===== config.mk =====
export PLATFORM = sky130hd
export DESIGN_NAME = websocket_frame_deframer_unit
export DESIGN_NICKNAME = d
export VERILOG_FILES = /design/src/hdl/wsd_pkg.sv /design/src/hdl/wsd_parser.sv /design/src/hdl/wsd_out_reg.sv /design/src/hdl/websocket_frame_deframer_unit.sv
export SDC_FILE = /design/constraint.sdc
export NUM_CORES = 1
export LEC_CHECK = 0
export BUFFER_PORTS_ARGS = -buffer_cell sky130_fd_sc_hd__buf_2
export CAP_MARGIN = 20
export CORE_ASPECT_RATIO = 0.7
export CORE_UTILIZATION = 45
export DETAILED_ROUTE_END_ITERATION = 16
export GPL_TIMING_DRIVEN = 0
export SYNTH_ARGS = -nofsm -noshare
export SYNTH_HDL_FRONTEND = slang
export SYNTH_SLANG_ARGS = --single-unit

===== constraint.sdc =====
create_clock -name clk_i -period 27.8 [get_ports clk_i]
set_input_delay 4.17 -clock clk_i [delete_from_list [all_inputs] [get_ports clk_i]]
set_output_delay 4.17 -clock clk_i [all_outputs]
set_load 0.01 [all_outputs]

===== src/hdl/wsd_pkg.sv =====
// shared types and constants for the websocket frame deframer
package wsd_pkg;

  typedef enum logic [2:0] {
    PH_HDR0 = 3'd0,
    PH_HDR1 = 3'd1,
    PH_EXT  = 3'd2,
    PH_KEY  = 3'd3,
    PH_DATA = 3'd4
  } phase_e;

  localparam logic [6:0] LEN_EXT16 = 7'h7e;
  localparam logic [6:0] LEN_EXT64 = 7'h7f;
  localparam logic [3:0] EXT16_BYTES = 4'd2;
  localparam logic [3:0] EXT64_BYTES = 4'd8;
  localparam logic [2:0] KEY_BYTES = 3'd4;
  localparam logic [63:0] LEN_ONE = 64'h1;

  typedef struct packed {
    logic [7:0]  payload_byte;
    logic        byte_valid;
    logic        fin_bit;
    logic [2:0]  reserved_bits;
    logic [3:0]  frame_opcode;
    logic        was_masked;
    logic [63:0] decoded_len;
    logic        last_of_frame;
  } res_t;

endpackage


===== src/hdl/wsd_parser.sv =====
// frame header parser, key capture and payload unmasking, one byte per cycle while step_i is high
module wsd_parser import wsd_pkg::*; (
  input  logic       clk_i,
  input  logic       rst_ni,
  input  logic       step_i,
  input  logic [7:0] byte_i,
  output logic       res_valid_o,
  output res_t       res_o
);

  phase_e      phase_q, phase_d;
  logic [7:0]  hdr_q, hdr_d;
  logic        mask_q, mask_d;
  logic [3:0]  ext_q, ext_d;
  logic [63:0] len_q, len_d;
  logic [31:0] key_q, key_d;
  logic [2:0]  kleft_q, kleft_d;
  logic [63:0] rem_q, rem_d;
  logic [1:0]  kpos_q, kpos_d;

  logic        len_done;
  logic        start_pl;
  logic [7:0]  key_byte;

  always_comb begin
    phase_d     = phase_q;
    hdr_d       = hdr_q;
    mask_d      = mask_q;
    ext_d       = ext_q;
    len_d       = len_q;
    key_d       = key_q;
    kleft_d     = kleft_q;
    rem_d       = rem_q;
    kpos_d      = kpos_q;
    len_done    = 1'b0;
    start_pl    = 1'b0;
    res_valid_o = 1'b0;
    res_o       = '0;
    key_byte    = key_q[31:24];

    unique case (phase_q)
      PH_HDR1: begin
        mask_d = byte_i[7];
        key_d  = '0;
        len_d  = '0;
        if (byte_i[6:0] == LEN_EXT16) begin
          ext_d   = EXT16_BYTES;
          phase_d = PH_EXT;
        end else if (byte_i[6:0] == LEN_EXT64) begin
          ext_d   = EXT64_BYTES;
          phase_d = PH_EXT;
        end else begin
          len_d    = {57'd0, byte_i[6:0]};
          len_done = 1'b1;
        end
      end
      PH_EXT: begin
        len_d = {len_q[55:0], byte_i};
        ext_d = ext_q - 4'd1;
        if (ext_d == 4'd0) begin
          len_done = 1'b1;
        end
      end
      PH_KEY: begin
        key_d   = {key_q[23:0], byte_i};
        kleft_d = kleft_q - 3'd1;
        if (kleft_d == 3'd0) begin
          start_pl = 1'b1;
        end
      end
      PH_DATA: begin
        case (kpos_q)
          2'd0:    key_byte = key_q[31:24];
          2'd1:    key_byte = key_q[23:16];
          2'd2:    key_byte = key_q[15:8];
          default: key_byte = key_q[7:0];
        endcase
        kpos_d = kpos_q + 2'd1;
        rem_d  = rem_q - LEN_ONE;
        res_valid_o         = 1'b1;
        res_o.payload_byte  = byte_i ^ key_byte;
        res_o.byte_valid    = 1'b1;
        res_o.last_of_frame = (rem_q == LEN_ONE);
        if (rem_q == LEN_ONE) begin
          phase_d = PH_HDR0;
        end
      end
      default: begin
        // unused phase codes act as the first header byte
        hdr_d   = byte_i;
        phase_d = PH_HDR1;
      end
    endcase

    if (len_done) begin
      if (mask_d) begin
        kleft_d = KEY_BYTES;
        phase_d = PH_KEY;
      end else begin
        start_pl = 1'b1;
      end
    end

    if (start_pl) begin
      kpos_d = '0;
      if (len_d == 64'd0) begin
        // empty payload gives one header-only item
        rem_d               = '0;
        phase_d             = PH_HDR0;
        res_valid_o         = 1'b1;
        res_o.last_of_frame = 1'b1;
      end else begin
        rem_d   = len_d;
        phase_d = PH_DATA;
      end
    end

    res_o.fin_bit        = hdr_q[7];
    res_o.reserved_bits  = hdr_q[6:4];
    res_o.frame_opcode   = hdr_q[3:0];
    res_o.was_masked     = mask_d;
    res_o.decoded_len    = len_d;
  end

  always_ff @(posedge clk_i or negedge rst_ni) begin
    if (!rst_ni) begin
      phase_q <= PH_HDR0;
      hdr_q   <= '0;
      mask_q  <= 1'b0;
      ext_q   <= '0;
      len_q   <= '0;
      key_q   <= '0;
      kleft_q <= '0;
      rem_q   <= '0;
      kpos_q  <= '0;
    end else if (step_i) begin
      phase_q <= phase_d;
      hdr_q   <= hdr_d;
      mask_q  <= mask_d;
      ext_q   <= ext_d;
      len_q   <= len_d;
      key_q   <= key_d;
      kleft_q <= kleft_d;
      rem_q   <= rem_d;
      kpos_q  <= kpos_d;
    end
  end

endmodule


===== src/hdl/wsd_out_reg.sv =====
// result register holding one item until the consumer takes it
module wsd_out_reg import wsd_pkg::*; (
  input  logic clk_i,
  input  logic rst_ni,
  input  logic wr_valid_i,
  output logic wr_ready_o,
  input  res_t wr_data_i,
  output logic out_valid_o,
  input  logic out_ready_i,
  output res_t out_data_o
);

  logic out_v_q;
  res_t out_q;

  assign wr_ready_o  = !out_v_q || out_ready_i;
  assign out_valid_o = out_v_q;
  assign out_data_o  = out_q;

  always_ff @(posedge clk_i or negedge rst_ni) begin
    if (!rst_ni) begin
      out_v_q <= 1'b0;
    end else if (wr_ready_o) begin
      out_v_q <= wr_valid_i;
    end
  end

  always_ff @(posedge clk_i) begin
    if (wr_valid_i && wr_ready_o) begin
      out_q <= wr_data_i;
    end
  end

endmodule


===== src/hdl/websocket_frame_deframer_unit.sv =====
// top level of the websocket frame deframer
// each byte is held in the input register, its result in the result register
// throughput: one byte per cycle, limited only by the output handshake
// bytes that produce no result never wait for the result register
// reset: asynchronous, active low; parser returns to awaiting header byte 0
module websocket_frame_deframer_unit import wsd_pkg::*; (
  input  logic        clk_i,
  input  logic        rst_ni,
  input  logic        in_valid_i,
  output logic        in_ready_o,
  input  logic [7:0]  data_byte_i,
  output logic        out_valid_o,
  input  logic        out_ready_i,
  output logic [7:0]  payload_byte_o,
  output logic        byte_valid_o,
  output logic        fin_bit_o,
  output logic [2:0]  reserved_bits_o,
  output logic [3:0]  frame_opcode_o,
  output logic        was_masked_o,
  output logic [63:0] decoded_len_o,
  output logic        last_of_frame_o
);

  logic       in_v_q;
  logic [7:0] in_byte_q;
  logic       step;
  logic       res_valid;
  res_t       res;
  logic       buf_ready;
  res_t       out_res;

  // input item moves on unless it has a result and the result slot is full
  assign step       = in_v_q && (!res_valid || buf_ready);
  assign in_ready_o = !in_v_q || step;

  always_ff @(posedge clk_i or negedge rst_ni) begin
    if (!rst_ni) begin
      in_v_q <= 1'b0;
    end else if (in_ready_o) begin
      in_v_q <= in_valid_i;
    end
  end

  always_ff @(posedge clk_i) begin
    if (in_valid_i && in_ready_o) begin
      in_byte_q <= data_byte_i;
    end
  end

  wsd_parser u_parser (
    .clk_i       (clk_i),
    .rst_ni      (rst_ni),
    .step_i      (step),
    .byte_i      (in_byte_q),
    .res_valid_o (res_valid),
    .res_o       (res)
  );

  wsd_out_reg u_out_reg (
    .clk_i       (clk_i),
    .rst_ni      (rst_ni),
    .wr_valid_i  (step && res_valid),
    .wr_ready_o  (buf_ready),
    .wr_data_i   (res),
    .out_valid_o (out_valid_o),
    .out_ready_i (out_ready_i),
    .out_data_o  (out_res)
  );

  assign payload_byte_o   = out_res.payload_byte;
  assign byte_valid_o     = out_res.byte_valid;
  assign fin_bit_o        = out_res.fin_bit;
  assign reserved_bits_o  = out_res.reserved_bits;
  assign frame_opcode_o   = out_res.frame_opcode;
  assign was_masked_o     = out_res.was_masked;
  assign decoded_len_o    = out_res.decoded_len;
  assign last_of_frame_o  = out_res.last_of_frame;

endmodule


==> flow_summary.html, run 1 <==
<table>
<tr><th>Metric</th><th>Value</th></tr>
<tr><th colspan="2">Outcome</th></tr>
<tr><td>Result of the run</td><td>complete, no violations</td></tr>
<tr><th colspan="2">CTS</th></tr>
<tr><td># Post-CTS Setup Buffers</td><td>0</td></tr>
<tr><td>Latest clock arrival within the worst-skew pair</td><td>0.57 ns</td></tr>
<tr><td>Depth of the CTS H-tree</td><td>1</td></tr>
<tr><td>Clk root buf</td><td>sky130_fd_sc_hd__clkbuf_16</td></tr>
<tr><td>TritonCTS sink count</td><td>274</td></tr>
<tr><td>CTS tree</td><td>done</td></tr>
<tr><td>Buffer depth of the longest clock path</td><td>3</td></tr>
<tr><td>Clock transition at the registers of the reported paths</td><td>0.06 ns</td></tr>
<tr><td>Number of buffers created by CTS</td><td>29</td></tr>
<tr><td>Cts hold-fix bufs</td><td>0</td></tr>
<tr><td>Post-cts repair resize count</td><td>0</td></tr>
<tr><th colspan="2">Worst setup path</th></tr>
<tr><td>Critical path's most frequent cell</td><td>sky130_fd_sc_hd__buf_2</td></tr>
<tr><td>Biggest cell delay along the critical path</td><td>0.53 ns</td></tr>
<tr><td>Category of the worst setup path capture point</td><td>output port</td></tr>
<tr><td>Cells along the critical path</td><td>buf_2 -&gt; nand2b_1 -&gt; clkbuf_1 -&gt; nor2_1 -&gt; nand2_1 -&gt; buf_2</td></tr>
<tr><td>Cell at the slowest stage of the critical path</td><td>sky130_fd_sc_hd__nor2_1</td></tr>
<tr><td>Required @ worst endpoint</td><td>23.63 ns</td></tr>
<tr><td>Start-to-end type of the worst setup path</td><td>in2out</td></tr>
<tr><td>Arr. time, crit path</td><td>5.40 ns</td></tr>
<tr><td>Kind of start point of the critical path</td><td>primary input</td></tr>
<tr><td>Maximum fanout along the worst path</td><td>7</td></tr>
<tr><th colspan="2">Global routing</th></tr>
<tr><td>Total grt overflow</td><td>0</td></tr>
<tr><td>Via count of the first global-routing pass</td><td>11,470</td></tr>
<tr><td>Total Routing Usage GR</td><td>32.50%</td></tr>
<tr><td>Number of antenna violations at the first check in global routing</td><td>6</td></tr>
<tr><td>Wire length of the first global-routing pass</td><td>77,120 µm</td></tr>
<tr><td>Pin count of the biggest net entering global routing</td><td>116</td></tr>
<tr><th colspan="2">Floorplan</th></tr>
<tr><td>Number of placed I/O pins</td><td>97</td></tr>
<tr><td>Starting Density</td><td>45.73%</td></tr>
<tr><td># rows</td><td>54</td></tr>
<tr><td>Core Footprint</td><td>31,150 µm²</td></tr>
<tr><td>Area of the die</td><td>32,380 µm²</td></tr>
<tr><td>Height of the chip</td><td>150.9 µm</td></tr>
<tr><td>Die Span X</td><td>214.7 µm</td></tr>
<tr><th colspan="2">Synth</th></tr>
<tr><td>Post-Syn Instances</td><td>1,320</td></tr>
<tr><td>Mean Syn Cell Area</td><td>10.79 µm²</td></tr>
<tr><td>Synthesized netlist net count</td><td>1,342</td></tr>
<tr><td>Primary flip-flop cell chosen by synthesis mapping</td><td>sky130_fd_sc_hd__dfrtp_1</td></tr>
<tr><td>Count of flip-flops with a built-in enable after synthesis</td><td>91</td></tr>
<tr><td>YS warnings</td><td>0</td></tr>
<tr><td>Post-synth ARST share</td><td>66.79%</td></tr>
<tr><td>Total standard cell area after synthesis</td><td>14,240 µm²</td></tr>
<tr><td>Number of register bits inferred by synthesis</td><td>274</td></tr>
<tr><td>Sequential share of the synthesized area</td><td>51.33%</td></tr>
<tr><td>Count of distinct cell types in the synthesized netlist</td><td>81</td></tr>
<tr><th colspan="2">Drt</th></tr>
<tr><td>Remaining DRCs</td><td>0</td></tr>
<tr><td>Wire length reported by the detailed router</td><td>52,260 µm</td></tr>
<tr><td>Antenna Violating Nets Remaining</td><td>0</td></tr>
<tr><td>Count of vias placed by the detailed router</td><td>12,340</td></tr>
<tr><td>Average detailed-routed wire length per instance</td><td>27.51 µm</td></tr>
<tr><td>TritonRoute pass-1 iters</td><td>9</td></tr>
<tr><td>Number of vias per cell</td><td>6.496</td></tr>
<tr><td>First DRT Iteration DRCs</td><td>1,669</td></tr>
<tr><th colspan="2">Final layout</th></tr>
<tr><td>Number of nets at the end of the flow</td><td>1,480</td></tr>
<tr><td>Ant. Diodes</td><td>0</td></tr>
<tr><td>Ratio of cells with drive above 1 in the final layout</td><td>19.66%</td></tr>
<tr><td>Most common cell after layout, fill and taps aside</td><td>sky130_fd_sc_hd__dfrtp_1</td></tr>
<tr><td>Top library cells by usage in the layout, fill and taps aside</td><td>sky130_fd_sc_hd__dfrtp_1 (183), sky130_fd_sc_hd__buf_2 (130), sky130_fd_sc_hd__nand2_1 (102), sky130_fd_sc_hd__edfxtp_1 (91), sky130_fd_sc_hd__o21ai_0 (71)</td></tr>
<tr><td>Growth of design area from synthesis to finish</td><td>14.52%</td></tr>
<tr><th colspan="2">Timing</th></tr>
<tr><td>Maximum clock skew at final layout</td><td>0.02071 ns</td></tr>
<tr><td>Final count of hold timing violations</td><td>0</td></tr>
<tr><td>Total of endpoints with negative setup slack in the final report</td><td>0</td></tr>
<tr><td>F_max</td><td>104.4 MHz</td></tr>
<tr><td>RSZ-0062 raised after global routing</td><td>false</td></tr>
<tr><td>Tcrit/Tclk final</td><td>34.44%</td></tr>
<tr><td>Slew at the pin closest to its max-slew limit</td><td>1.377 ns</td></tr>
<tr><td>Hold slack final</td><td>0.4440 ns</td></tr>
<tr><td>Final slew viol count</td><td>0</td></tr>
<tr><td>Total negative setup slack</td><td>0 ns</td></tr>
<tr><td>Time the worst path needs with I/O delays and setup</td><td>9.575 ns</td></tr>
<tr><td>Worst-case headroom to the max-slew limit</td><td>8.182%</td></tr>
<tr><th colspan="2">Power and ir drop</th></tr>
<tr><td>Comb pwr share</td><td>44.3%</td></tr>
<tr><td>Sw power</td><td>791.0 µW</td></tr>
<tr><td>Share of total power in the clock network</td><td>21.2%</td></tr>
<tr><td>P_leak</td><td>0.006818 µW</td></tr>
<tr><td>Internal power summed over all cells</td><td>1010 µW</td></tr>
<tr><td>Largest voltage drop on the vdd net</td><td>0.05994 mV</td></tr>
<tr><td>Switching Share</td><td>43.93%</td></tr>
<tr><td>Overall power consumption</td><td>1801 µW</td></tr>
<tr><td>Power per unit of standard cell area</td><td>110.4 nW/µm²</td></tr>
<tr><td>Proportion of power drawn by flip-flops and latches</td><td>34.5%</td></tr>
<tr><th colspan="2">Placement</th></tr>
<tr><td>HPWL after DPL</td><td>37,990 µm</td></tr>
<tr><td>GPL Wtd Cong</td><td>0.9769</td></tr>
<tr><td>PortBufs</td><td>96</td></tr>
<tr><th colspan="2">Min path</th></tr>
<tr><td>Path class of the lowest-slack min-delay path</td><td>reg2reg</td></tr>
<tr><th colspan="2">Run</th></tr>
<tr><td>MaxCap Viol Count</td><td>0</td></tr>
</table>
cell families after synthesis:
kind of cell | share of synthesized area (%)
AND/OR/NAND/NOR | 17.89
AO/OA/AOI/OAI | 18.72
flip-flops | 51.33
buffers and inverters | 4.277
multiplexers | 6.104
XOR/XNOR | 0.7993
adder cells (fa/ha/maj) | 0.8783
area by class of cell:
class	instances	area, µm²
Tap cell	420	525.5
Fill cell	2865	14830
Inverter	44	165.2
Sequential cell	274	7312
Clock inverter	13	113.9
Buffer	93	444.2
Multi-Input combinational cell	909	6329
Clock buffer	40	798.3
Timing Repair Buffer	107	625.6
worst max-delay path, delay by kind of cell:
family / cells / cell delay [ns]
buffers and inverters: 3 / 0.47
AND/OR/NAND/NOR: 3 / 0.77
state kept, by name (all words and copies together), names as in the netlist:
register	flops
u_parser.rem_q	64
u_parser.mask_q	1
u_parser.key_q	32
u_parser.hdr_q	8
u_parser.phase_q	3
u_out_reg.out_data_o	83
u_parser.ext_q	4
u_out_reg.out_valid_o	1
in_v_q	1
u_parser.kpos_q	2
u_parser.kleft_q	3
in_byte_q	8
u_parser.len_q	64
path summary, 6_finish.rpt:
check	end	cells after the start	slack (ns)	start
max	in_ready_o	6	18.23	out_ready_i
min	u_out_reg.out_data_o[71]$_DFFE_PP_	0	0.44	u_parser.hdr_q[5]$_DFFE_PN0P_
max reg2reg	u_parser.rem_q[43]$_DFFE_PN0P_	12	22.28	u_parser.phase_q[2]$_DFFE_PN0P_
min reg2reg	u_out_reg.out_data_o[71]$_DFFE_PP_	0	0.44	u_parser.hdr_q[5]$_DFFE_PN0P_
max in group asynchronous	u_parser.rem_q[39]$_DFFE_PN0P_	2	23.26	rst_ni
min in group asynchronous	u_parser.hdr_q[6]$_DFFE_PN0P_	1	3.54	rst_ni
routing by layer:
metal | track usage, % | wire length (µm) | share of wire, %
met1 | 48.66 | 22940 | 44
met2 | 42.94 | 20100 | 38
met3 | 12.29 | 7571 | 14
met4 | 8.929 | 1634 | 3.1
met5 | 0 | 15 | 0.029
stage by stage:
stage	utilization [%]	setup slack [ns]	instance area [µm²]	cells
6_report	52.37	18.23	16310	1900
3_5_place_dp	49.37	18.26	15380	1845
3_3_place_gp	48.96	13.96	15250	1836
4_1_cts	52.30	18.26	16290	1898
2_1_floorplan	-	17.09	14240	1320
5_1_grt	52.37	18.15	16310	1900
cell usage after synthesis (all sizes together), types with 6 or more instances:
cell | n | area [µm²]
xnor2 | 12 | 105.1
a32o | 6 | 60.06
a211oi | 6 | 55.05
a21oi | 66 | 334.1
or3b | 6 | 52.55
a21o | 7 | 60.05
nand4 | 19 | 125.1
o221ai | 6 | 52.55
or3 | 13 | 81.33
nor3b | 41 | 307.8
nor4 | 24 | 162.7
inv | 44 | 165.2
a222oi | 12 | 120.1
a211o | 7 | 61.31
or4 | 13 | 97.59
mux2 | 74 | 859.6
nand3 | 27 | 135.1
a221oi | 14 | 128.9
nor4bb | 16 | 160.2
nor3 | 39 | 195.2
nand2b | 14 | 87.58
nor2 | 64 | 240.2
and3 | 7 | 43.79
ha | 10 | 125.1
buf | 53 | 294.0
nand2 | 102 | 382.9
o22ai | 14 | 87.58
clkbuf | 40 | 150.1
o31ai | 7 | 52.55
a22o | 58 | 508.0
dfrtp | 183 | 4579
o21ai | 74 | 381.6
nor2b | 46 | 287.8
edfxtp | 91 | 2733
a221o | 36 | 360.4
power by group through the flow:
stage                     Clock [µW]  Combinational, µW  Sequential, µW
after floorplan                    0                499             597
after global placement             0                759             622
after detailed placement           0                765             621
after CTS                        387                768             615
after global routing             403                842             633
final                            381                798             621
(Power assumes the default switching activity.)
==> inputs of run 2 (changes only) <==
==> constraint.sdc (replaced) <==
create_clock -name clk_i -period 8.06 [get_ports clk_i]
set_input_delay 1.209 -clock clk_i [delete_from_list [all_inputs] [get_ports clk_i]]
set_output_delay 1.209 -clock clk_i [all_outputs]
set_load 0.01 [all_outputs]
==> flow_summary.html, run 2 (synthesis gave the netlist of run 1 again) <==
<table>
<tr><th>Metric</th><th>Value</th></tr>
<tr><th colspan="2">Outcome</th></tr>
<tr><td>Result of the run</td><td>finished, violations left</td></tr>
<tr><td>Violated checks</td><td>DRC</td></tr>
<tr><th colspan="2">Timing</th></tr>
<tr><td>F_max</td><td>150.6 MHz</td></tr>
<tr><td>Minimum setup slack in the final design</td><td>1.418 ns</td></tr>
<tr><td>RSZ-0062 raised after global routing</td><td>false</td></tr>
<tr><td>Slew at the pin closest to its max-slew limit</td><td>1.416 ns</td></tr>
<tr><td>Worst-case headroom to the max-slew limit</td><td>5.619%</td></tr>
<tr><td>Final slew viol count</td><td>0</td></tr>
<tr><td>Maximum clock skew at final layout</td><td>0.01339 ns</td></tr>
<tr><td>Time the worst path needs with I/O delays and setup</td><td>6.642 ns</td></tr>
<tr><td>Total of endpoints with negative setup slack in the final report</td><td>0</td></tr>
<tr><td>Tcrit/Tclk final</td><td>82.41%</td></tr>
<tr><td>Final count of hold timing violations</td><td>0</td></tr>
<tr><th colspan="2">CTS</th></tr>
<tr><td>Clock transition at the registers of the reported paths</td><td>0.06 ns</td></tr>
<tr><td>Cts hold-fix bufs</td><td>0</td></tr>
<tr><td>Number of buffers created by CTS</td><td>29</td></tr>
<tr><td>Depth of the CTS H-tree</td><td>1</td></tr>
<tr><td>Post-cts repair resize count</td><td>0</td></tr>
<tr><td>TritonCTS sink count</td><td>274</td></tr>
<tr><td>Buffer depth of the longest clock path</td><td>3</td></tr>
<tr><td># Post-CTS Setup Buffers</td><td>0</td></tr>
<tr><td>Latest clock arrival within the worst-skew pair</td><td>0.58 ns</td></tr>
<tr><td>CTS tree</td><td>done</td></tr>
<tr><td>Clk root buf</td><td>sky130_fd_sc_hd__clkbuf_16</td></tr>
<tr><th colspan="2">Placement</th></tr>
<tr><td>HPWL after DPL</td><td>37,320 µm</td></tr>
<tr><td>Cell Area, Placed</td><td>15,400 µm²</td></tr>
<tr><td>GPL Wtd Cong</td><td>0.9710</td></tr>
<tr><td>PortBufs</td><td>96</td></tr>
<tr><td>Number of cells in the design after placement</td><td>1,844</td></tr>
<tr><td>Worst slack at placement</td><td>2.258 ns</td></tr>
<tr><th colspan="2">Drt</th></tr>
<tr><td>Total routed wire length on the met1 layer</td><td>23,870 µm</td></tr>
<tr><td>Wire length reported by the detailed router</td><td>52,090 µm</td></tr>
<tr><td>Average detailed-routed wire length per instance</td><td>27.45 µm</td></tr>
<tr><td>Remaining DRCs</td><td>1</td></tr>
<tr><td>Antenna Violating Nets Remaining</td><td>0</td></tr>
<tr><td>Met2 routed wirelength</td><td>20,910 µm</td></tr>
<tr><td>Count of vias placed by the detailed router</td><td>12,460</td></tr>
<tr><td>Number of vias per cell</td><td>6.562</td></tr>
<tr><td>Met3 wire length</td><td>5772 µm</td></tr>
<tr><td>Highest Signal Layer</td><td>met4</td></tr>
<tr><td>TritonRoute pass-1 iters</td><td>12</td></tr>
<tr><td>First DRT Iteration DRCs</td><td>1,679</td></tr>
<tr><th colspan="2">Worst setup path</th></tr>
<tr><td>Start-to-end type of the worst setup path</td><td>reg2out</td></tr>
<tr><td>Critical path's most frequent cell</td><td>sky130_fd_sc_hd__buf_2</td></tr>
<tr><td>Cell at the slowest stage of the critical path</td><td>sky130_fd_sc_hd__a221oi_1</td></tr>
<tr><td>Arr. time, crit path</td><td>5.43 ns</td></tr>
<tr><td>Category of the worst setup path capture point</td><td>output port</td></tr>
<tr><td>Cells along the critical path</td><td>buf_2 -&gt; buf_2 -&gt; buf_1 -&gt; nor3b_1 -&gt; a221oi_1 -&gt; nand4_1 -&gt; nor4_1 -&gt; nand3_1 -&gt; o21a_1 -&gt; nor2_1 -&gt; nand2_1 -&gt; buf_2</td></tr>
<tr><td>Required @ worst endpoint</td><td>6.85 ns</td></tr>
<tr><td>Maximum fanout along the worst path</td><td>10</td></tr>
<tr><td>Kind of start point of the critical path</td><td>register</td></tr>
<tr><td>Biggest cell delay along the critical path</td><td>1.00 ns</td></tr>
<tr><th colspan="2">Floorplan</th></tr>
<tr><td>Number of placed I/O pins</td><td>97</td></tr>
<tr><td>Height of the chip</td><td>150.9 µm</td></tr>
<tr><td>Starting Density</td><td>45.73%</td></tr>
<tr><td># rows</td><td>54</td></tr>
<tr><td>Area of the die</td><td>32,380 µm²</td></tr>
<tr><td>Core Footprint</td><td>31,150 µm²</td></tr>
<tr><td>Die Span X</td><td>214.7 µm</td></tr>
<tr><th colspan="2">Run</th></tr>
<tr><td>MaxCap Viol Count</td><td>0</td></tr>
<tr><th colspan="2">Global routing</th></tr>
<tr><td>Number of antenna violations at the first check in global routing</td><td>1</td></tr>
<tr><td>Via count of the first global-routing pass</td><td>11,470</td></tr>
<tr><td>Pin count of the biggest net entering global routing</td><td>105</td></tr>
<tr><td>Total grt overflow</td><td>0</td></tr>
<tr><td>Wire length of the first global-routing pass</td><td>76,710 µm</td></tr>
<tr><td>Total Routing Usage GR</td><td>32.10%</td></tr>
<tr><th colspan="2">Min path</th></tr>
<tr><td>Path class of the lowest-slack min-delay path</td><td>reg2reg</td></tr>
<tr><th colspan="2">Final layout</th></tr>
<tr><td>Flip-flop count of the largest register, all copies and words added</td><td>83</td></tr>
<tr><td>Number of nets at the end of the flow</td><td>1,478</td></tr>
<tr><td>Ratio of cells with drive above 1 in the final layout</td><td>20.30%</td></tr>
<tr><td>Post-route standard cell area excluding fillers</td><td>16,490 µm²</td></tr>
<tr><td>Growth of design area from synthesis to finish</td><td>15.73%</td></tr>
<tr><td>Count of non-filler cells in the finished layout</td><td>1,898</td></tr>
<tr><td>Utilization of the core after routing</td><td>52.93%</td></tr>
<tr><td>Top library cells by usage in the layout, fill and taps aside</td><td>sky130_fd_sc_hd__dfrtp_1 (183), sky130_fd_sc_hd__buf_2 (129), sky130_fd_sc_hd__nand2_1 (102), sky130_fd_sc_hd__edfxtp_1 (91), sky130_fd_sc_hd__o21ai_0 (71)</td></tr>
<tr><td>Most common cell after layout, fill and taps aside</td><td>sky130_fd_sc_hd__dfrtp_1</td></tr>
<tr><td>Ant. Diodes</td><td>0</td></tr>
<tr><th colspan="2">Power and ir drop</th></tr>
<tr><td>P_leak</td><td>0.006886 µW</td></tr>
<tr><td>Largest voltage drop on the vdd net</td><td>0.1726 mV</td></tr>
<tr><td>Power per unit of standard cell area</td><td>390.2 nW/µm²</td></tr>
</table>
[run 2: power breakdown]
| group | internal, µW | switching, µW |
|---|---|---|
| registers | 1810 | 329 |
| clock network | 932 | 613 |
| logic | 915 | 1830 |
[run 2: worst max-delay path, delay by kind of cell (launching register included)]
| kind | cells | cell delay, ns |
|---|---|---|
| simple gates | 6 | 1.71 |
| buf+inv | 4 | 1.29 |
| compound gates | 2 | 1.34 |
| flops | 1 | 0.50 |
[run 2: through the flow]
step	TNS [ns]	total power, µW	hold WS [ns]
after floorplan	0	3780	0.4211
after global placement	-117.70	4752	0.4259
after detailed placement	0	4786	0.4275
after CTS	0	6336	0.4431
after global routing	0	6693	0.4585
final	0	6433	0.4398
[run 2: final cells by class]
| type | count | area [µm²] |
|---|---|---|
| Tap cell | 420 | 525.5 |
| Clock inverter | 20 | 331.6 |
| Timing Repair Buffer | 105 | 621.8 |
| Sequential cell | 274 | 7312 |
| Buffer | 93 | 444.2 |
| Fill cell | 2808 | 14660 |
| Multi-Input combinational cell | 909 | 6335 |
| Clock buffer | 33 | 750.7 |
| Inverter | 44 | 165.2 |
[run 2: path summary, 6_finish.rpt]
check	from	to	slack [ns]	depth (start not counted)
setup / recovery	u_parser.phase_q[1]$_DFFE_PN0P_	in_ready_o	1.42	12
hold / removal	u_parser.hdr_q[6]$_DFFE_PN0P_	u_out_reg.out_data_o[72]$_DFFE_PP_	0.44	0
setup reg to reg	u_parser.phase_q[1]$_DFFE_PN0P_	u_out_reg.out_data_o[24]$_DFFE_PP_	2.41	13
hold reg to reg	u_parser.hdr_q[6]$_DFFE_PN0P_	u_out_reg.out_data_o[72]$_DFFE_PP_	0.44	0
max in group asynchronous	rst_ni	u_parser.len_q[21]$_DFFE_PN0P_	6.42	2
min in group asynchronous	rst_ni	u_parser.hdr_q[5]$_DFFE_PN0P_	0.61	1
[run 2: metal layers]
| metal | global-route usage, % | up-vias |
|---|---|---|
| met2 | 44.35 | 724 |
| met4 | 9.536 | 0 |
| met1 | 49.74 | 6276 |
| met5 | 0 | - |
| met3 | 6.767 | 116 |
| li1 | - | 5339 |
